[config.mk]
export PLATFORM = sky130hd
export DESIGN_NAME = lcs_isqrt
export DESIGN_NICKNAME = d
export VERILOG_FILES = /design/src/design/lcs_pkg.sv /design/src/design/lcs_isqrt.sv
export SDC_FILE = /design/constraint.sdc
export NUM_CORES = 2
export LEC_CHECK = 0
export ABC_AREA = 1
export CAP_MARGIN = 10
export CORE_AREA = 2 2 540 542
export CTS_CLUSTER_SIZE = 8
export DETAILED_ROUTE_END_ITERATION = 8
export DIE_AREA = 0 0 542 544
export DONT_BUFFER_PORTS = 1
export GPL_TIMING_DRIVEN = 0
export SYNTH_ARGS = -nofsm -noshare
export SYNTH_HDL_FRONTEND = slang
export SYNTH_SLANG_ARGS = --single-unit
[constraint.sdc]
create_clock -name clk_i -period 6.2 [get_ports clk_i]
set_clock_uncertainty 0.05 [all_clocks]
set_input_delay 1.24 -clock clk_i [delete_from_list [all_inputs] [get_ports clk_i]]
set_output_delay 1.24 -clock clk_i [all_outputs]
set_load 0.05 [all_outputs]
[src/design/lcs_pkg.sv]
// Shared constants, types and the arctangent table of the law-of-cosines solver.
// Used by the channel interfaces, the CORDIC and square-root pipelines and the top level.
package lcs_pkg;

  localparam int SideW = 24;
  localparam int AngW  = 16;
  localparam int AnsW  = 25;
  localparam int StatW = 2;
  localparam int IdxW  = 2;

  localparam int TrigIterations = 16;

  localparam int CordW = 36;
  localparam int SqW   = 62;

  localparam logic signed [CordW-1:0] OneQ30    = 36'sd1073741824;
  localparam logic signed [CordW-1:0] NegOneQ30 = -36'sd1073741824;
  localparam logic signed [CordW-1:0] PiQ30     = 36'sd3373259426;
  localparam logic signed [CordW-1:0] HalfPiQ30 = 36'sd1686629713;
  localparam logic signed [CordW-1:0] GainQ30   = 36'sd652032874;

  localparam logic [24:0] DegToRad = 25'd18740330;
  localparam logic [29:0] RadToDeg = 30'd961263669;
  localparam logic [AngW-1:0] Deg180 = 16'd46080;

  typedef enum logic [StatW-1:0] {
    STATUS_SIDE  = 2'd0,
    STATUS_ANGLE = 2'd1,
    STATUS_NOFIT = 2'd2,
    STATUS_NOTRI = 2'd3
  } status_e;

  function automatic logic signed [CordW-1:0] atan_q30(input int unsigned i);
    logic signed [CordW-1:0] v;
    case (i)
      0:  v = 36'sd843314857;
      1:  v = 36'sd497837829;
      2:  v = 36'sd263043837;
      3:  v = 36'sd133525159;
      4:  v = 36'sd67021687;
      5:  v = 36'sd33543516;
      6:  v = 36'sd16775851;
      7:  v = 36'sd8388437;
      8:  v = 36'sd4194283;
      9:  v = 36'sd2097149;
      10: v = 36'sd1048576;
      11: v = 36'sd524288;
      12: v = 36'sd262144;
      13: v = 36'sd131072;
      14: v = 36'sd65536;
      15: v = 36'sd32768;
      16: v = 36'sd16384;
      17: v = 36'sd8192;
      18: v = 36'sd4096;
      19: v = 36'sd2048;
      20: v = 36'sd1024;
      21: v = 36'sd512;
      22: v = 36'sd256;
      23: v = 36'sd128;
      24: v = 36'sd64;
      25: v = 36'sd32;
      26: v = 36'sd16;
      27: v = 36'sd8;
      28: v = 36'sd4;
      29: v = 36'sd2;
      30: v = 36'sd1;
      default: v = '0;
    endcase
    return v;
  endfunction

endpackage

[src/design/lcs_isqrt.sv]
// Pipelined floor square root, one result bit per register stage, with a side tag.
// Depends on lcs_pkg.
module lcs_isqrt import lcs_pkg::*; #(
  parameter int InW  = SqW,
  parameter int TagW = 1
) (
  input  logic              clk_i,
  input  logic              rst_ni,
  input  logic              en_i,
  input  logic              valid_i,
  input  logic [InW-1:0]    rad_i,
  input  logic [TagW-1:0]   tag_i,
  output logic              valid_o,
  output logic [InW/2-1:0]  root_o,
  output logic [TagW-1:0]   tag_o
);

  localparam int Steps = InW / 2;
  localparam int RootW = Steps;
  localparam int RemW  = Steps + 2;

  logic             v_q    [Steps];
  logic [InW-1:0]   val_q  [Steps];
  logic [RemW-1:0]  rem_q  [Steps];
  logic [RootW-1:0] root_q [Steps];
  logic [TagW-1:0]  tag_q  [Steps];

  for (genvar k = 0; k < Steps; k++) begin : g_step
    logic             v_in;
    logic [InW-1:0]   val_in;
    logic [RemW-1:0]  rem_in;
    logic [RootW-1:0] root_in;
    logic [TagW-1:0]  tag_in;
    logic [RemW-1:0]  rem_sh;
    logic [RemW-1:0]  trial;
    logic             take;

    if (k == 0) begin : g_first
      assign v_in    = valid_i;
      assign val_in  = rad_i;
      assign rem_in  = '0;
      assign root_in = '0;
      assign tag_in  = tag_i;
    end else begin : g_next
      assign v_in    = v_q[k-1];
      assign val_in  = val_q[k-1];
      assign rem_in  = rem_q[k-1];
      assign root_in = root_q[k-1];
      assign tag_in  = tag_q[k-1];
    end

    assign rem_sh = {rem_in[RemW-3:0], val_in[InW-1 -: 2]};
    assign trial  = {root_in, 2'b01};
    assign take   = rem_sh >= trial;

    always_ff @(posedge clk_i or negedge rst_ni) begin
      if (!rst_ni) begin
        v_q[k] <= 1'b0;
      end else if (en_i) begin
        v_q[k] <= v_in;
      end
    end

    always_ff @(posedge clk_i) begin
      if (en_i) begin
        val_q[k]  <= {val_in[InW-3:0], 2'b00};
        rem_q[k]  <= take ? rem_sh - trial : rem_sh;
        root_q[k] <= {root_in[RootW-2:0], take};
        tag_q[k]  <= tag_in;
      end
    end
  end

  assign valid_o = v_q[Steps-1];
  assign root_o  = root_q[Steps-1];
  assign tag_o   = tag_q[Steps-1];

endmodule

## Word-level counts from Yosys, hierarchy flattened

Memory sizes are Yosys's and may differ from the RTL's.
Index checks and enable logic that the tools add are counted.

- Memories kept: 4
- Bits in writable memories: 3875
- Word-level logic and storage cells: 130
- Output and inout port bits: 33
- Bits of input ports: 67
- Register bits after elaboration: 31

- Order comparisons: 31
- Muxes and demuxes: 33
- Add/sub/neg operators: 31

Memory list:

| name | depth | bits a word | read ports | clocked after Yosys merged registers in | write ports | RTL line | RTL |
|---|---|---|---|---|---|---|---|
| val_q | 31 | 60 | 30 | 0 | 31 | lcs_isqrt.sv:23 | `logic [InW-1:0] val_q [Steps];` |
| rem_q | 31 | 33 | 30 | 0 | 31 | lcs_isqrt.sv:24 | `logic [RemW-1:0] rem_q [Steps];` |
| root_q | 31 | 31 | 31 | 0 | 31 | lcs_isqrt.sv:25 | `logic [RootW-1:0] root_q [Steps];` |
| tag_q | 31 | 1 | 31 | 0 | 31 | lcs_isqrt.sv:26 | `logic [TagW-1:0] tag_q [Steps];` |

Operators by type and width:

| operator | count |
|---|---|
| 33-bit two-way mux | 31 |
| 33-bit greater-or-equal comparator | 30 |
| 33-bit subtractor | 30 |
| 2-bit by 1-bit subtractor with 3-bit output, second input constant | 1 |
| 2-bit by 1-bit greater-or-equal comparator with 1-bit output, second input constant | 1 |
| 1-bit two-way mux | 2 |

## Longest topological paths before layout

An unclocked memory read counts as a cell.

- Word-level depth: 3
- Depth in mapped cells: 17
- Depth with buffers taken out: 16

## Worst setup path before layout

OpenSTA, ideal clock, no wires.

- Path kind: register -> register
- From: memory rem_q[2][2] (netlist bit)
- To: memory rem_q[3][23] (netlist bit), data pin
- Setup time: 0.249 ns
- Data arrival time: 1.837 ns
- Path slack: 4.064 ns
- Period minus slack after synthesis: 2.136 ns
- Stages on the path, launching flop included: 11
- Cell sequence: edfxtp_1 > ha_1 > buf_2 > a21oi_2 > nand3_2 > nor3_4 > nand2_2 > buf_6 > buf_6 > nand2_1 > inv_1

RTL lines:

| item | RTL line |
|---|---|
| from (decl) | lcs_isqrt.sv:24 |

## Worst setup path after layout

- From: input en_i
- To: register v_q (netlist bit g_step[4].v_in)

RTL lines:

| item | RTL line | RTL |
|---|---|---|
| from (decl) | lcs_isqrt.sv:9 | `input logic en_i,` |
| to (signal, indexed assignment) | lcs_isqrt.sv:60 | `v_q[k] <= v_in;` |
| to (decl) | lcs_isqrt.sv:22 | `logic v_q [Steps];` |

No word-level cell between the ends.

==> results.json <==
{
  "drive_above_1_share_pct": 4.72,
  "clk_root_buffer_cell": "clkbuf_16",
  "port-buffer-count": 0,
  "async_flop_share_pct": 1.31,
  "htree_levels": 5,
  "dp_hpwl_mm": 256,
  "core_sq_um": 289000,
  "busiest_layer": "met2",
  "row_count": 198,
  "area_growth_pct": 11.2,
  "cts.path.max_buffers": 4,
  "gp_congestion": 0.930,
  "tightest_slew_ns": 1.34,
  "grt_pass1_vias": 90082,
  "globalRouteMet1Util_pct": 30.5,
  "ys_seq_area_share_pct": 54.8,
  "ant_nets": 0,
  "timing.final.crit_share_pct": 91.3,
  "worstPathArrival_ns": 6.36,
  "postRouteWirelength_mm": 331,
  "ys_ff_latch": 2375,
  "yosys_warnings": 0,
  "antenna_found_initial": 3,
  "syn_nets": 15483,
  "overflow": 0,
  "end_kind": "flop",
  "cts_tree": "yes",
  "synthCells": 14888,
  "required_ns": 6.90,
  "power.total_mw": 49.8,
  "drc_errors": 0,
  "routedWlPerCell_um": 17.3,
  "synthesis.area_sq_um": 130000,
  "max_freq_ghz": 0.177,
  "cts_repair_resize_count": 0,
  "r2r_start": "rem_q[19][19]",
  "die_width_um": 542,
  "synthFlopType": "edfxtp_1",
  "die-area_sq_um": 295000,
  "min_period_ns": 5.66,
  "vias": 95126,
  "clk_latency_ns": 0.94,
  "crit_type": "input port to flop",
  "n_fill_cell": 27509,
  "rsz0062_at_grt": "no",
  "hold_class": "input port to asynchronous set/reset pin",
  "regArea_sq_um": 71200,
  "synth_edf_count": 2344,
  "ys_types": 60,
  "met2_usage_pct": 37.0,
  "start_kind": "input port",
  "grt_pass1_wl_mm": 511,
  "groute.usage.overall_pct": 22.1,
  "clkTransAtPathRegs_ns": 0.05,
  "utilization_pct": 49.9,
  "crit_fanout": 246,
  "avgSynthCellArea_sq_um": 8.72,
  "p_per_area_nw_per_um2": 345,
  "numCtsBuffers": 340,
  "cap_violations": 0,
  "grt_max_degree": 291,
  "cts.sinks": 2375,
  "drtIter0Drc": 8045,
  "die_y_um": 544,
  "crit_path_start": "en_i",
  "start_util_pct": 44.8,
  "irDropWorstVdd_uv": 368,
  "drv_slew": 0,
  "multi_input_area_sq_um": 47800,
  "hold_viol": 0,
  "use_met3_pct": 2.39,
  "io-pin-count": 100,
  "relSlewSlack_pct": 10.4,
  "first_pass_iters": 6,
  "leakagePower_nw": 66.3,
  "setup_violations": 0,
  "post_cts_buffers": 0,
  "vias_per_cell": 4.98,
  "num-nets-final": 15840,
  "run_status": "complete, no violations"
}
==> power by group <==
| part | internal [mW] | switching [mW] |
|---|---|---|
| logic | 3.79 | 8.03 |
| registers | 20.1 | 1.31 |
| clock network | 9.89 | 6.70 |
| total | 33.8 | 16.0 |
==> area by class of cell <==
type,count,share of cell area (%)
Antenna cell,5,0.00867
Sequential cell,2375,49.3
Timing Repair Buffer,15,0.279
Buffer,141,0.745
Clock buffer,366,6.00
Inverter,2601,6.77
Tap cell,3800,3.30
Clock inverter,39,0.476
Multi-Input combinational cell,9771,33.1
==> cells in the mapped netlist (all sizes together), types with 62 or more instances <==
cell	instances	share of area [%]
a21oi	552	2.1
and2	62	0.30
buf	129	0.79
edfxtp	2344	54
ha	528	5.1
inv	2598	7.5
nand2	5136	15
nand3	924	3.7
nand3b	94	0.55
nand4	213	1.0
nor2	1236	3.7
nor3	191	0.78
o21ai	286	1.1
xnor2	78	0.53
xor2	289	2.0
==> metrics by stage <==
step,setup TNS [ns],setup WS (ns),instance area [sq um],cells,hold WS (ns)
2_1_floorplan,0,4.06,130000,14888,0.350
3_3_place_gp,0,2.31,135000,18688,0.350
3_5_place_dp,-20.26,-0.617,135000,18698,0.355
4_1_cts,0,0.380,144000,19104,0.0346
5_1_grt,0,0.277,144000,19112,0.0780
6_report,0,0.540,144000,19113,0.109
==> worst paths after layout <==
path                       slack, ns               to  cells past startpoint
hold / removal                  0.11  g_step[13].v_in                      1
hold reg to reg                 0.34    val_q[24][50]                      0
setup / recovery                0.54   g_step[4].v_in                      8
max in group asynchronous       5.82  g_step[20].v_in                      1
setup reg to reg                2.92    rem_q[20][30]                     10
min in group clk_i              0.34    val_q[24][50]                      0
==> metal layers <==
| metal | vias to the layer above | wire length [um] |
|---|---|---|
| met5 | - | 0 |
| met4 | 0 | 9010 |
| met3 | 526 | 16100 |
| met2 | 2279 | 155000 |
| met1 | 43660 | 151000 |
| li1 | 48661 | - |
==> kinds of logic after synthesis <==
logic type	synth area share (%)
and+or+nand+nor	25.5
other	0.00289
buffers and inverters	8.35
DFF	54.8
adders and majority gates	5.09
xor gates and xnor gates	2.48
muxes	0.00868
AOI/OAI and AO/OA	3.69
==> registers in the layout, indices dropped and copies added (netlist names) <==
name	flops
val_q	930
rem_q	887
root_q	496
tag_q	31
g_step.v_in	30
valid_o	1
==> worst max-delay path: stages <==
cell and delay [ns]:
buf_16 0.61, buf_16 0.72, buf_16 0.55, buf_16 0.54, buf_16 0.53, clkbuf_1 0.29
clkbuf_1 0.45, a21oi_1 0.15
==> timing repair <==
item                       in CTS  in global routing
setup endpoints to repair       0                 30
hold buffers                    1                  0
hold endpoints to repair       31                  0
==> cell usage in the layout, fill, tap and decap left out, types with 7 or more instances in the layout <==
cell,n
or2_2,42
a21oi_1,548
nand3b_1,93
a21o_1,9
ha_1,528
o21ai_1,29
buf_4,35
nor3_1,183
a21boi_0,7
nand4_1,211
nor2_1,1189
o21ai_0,254
clkbuf_1,31
nor2_4,10
buf_16,13
and2_1,61
clkinv_16,12
dfrtp_1,31
inv_1,2575
buf_6,41
clkinv_1,11
inv_2,23
clkbuf_16,343
nand2_2,38
nand3_1,901
xnor2_1,78
nor4_1,16
and3_1,22
nand3_2,21
buf_2,50
xor2_1,289
o21bai_1,44
nor2_2,36
nand2_1,5094
inv_16,9
nor3b_1,13
edfxtp_1,2344
Note: power is estimated with default switching activity, not from simulation.
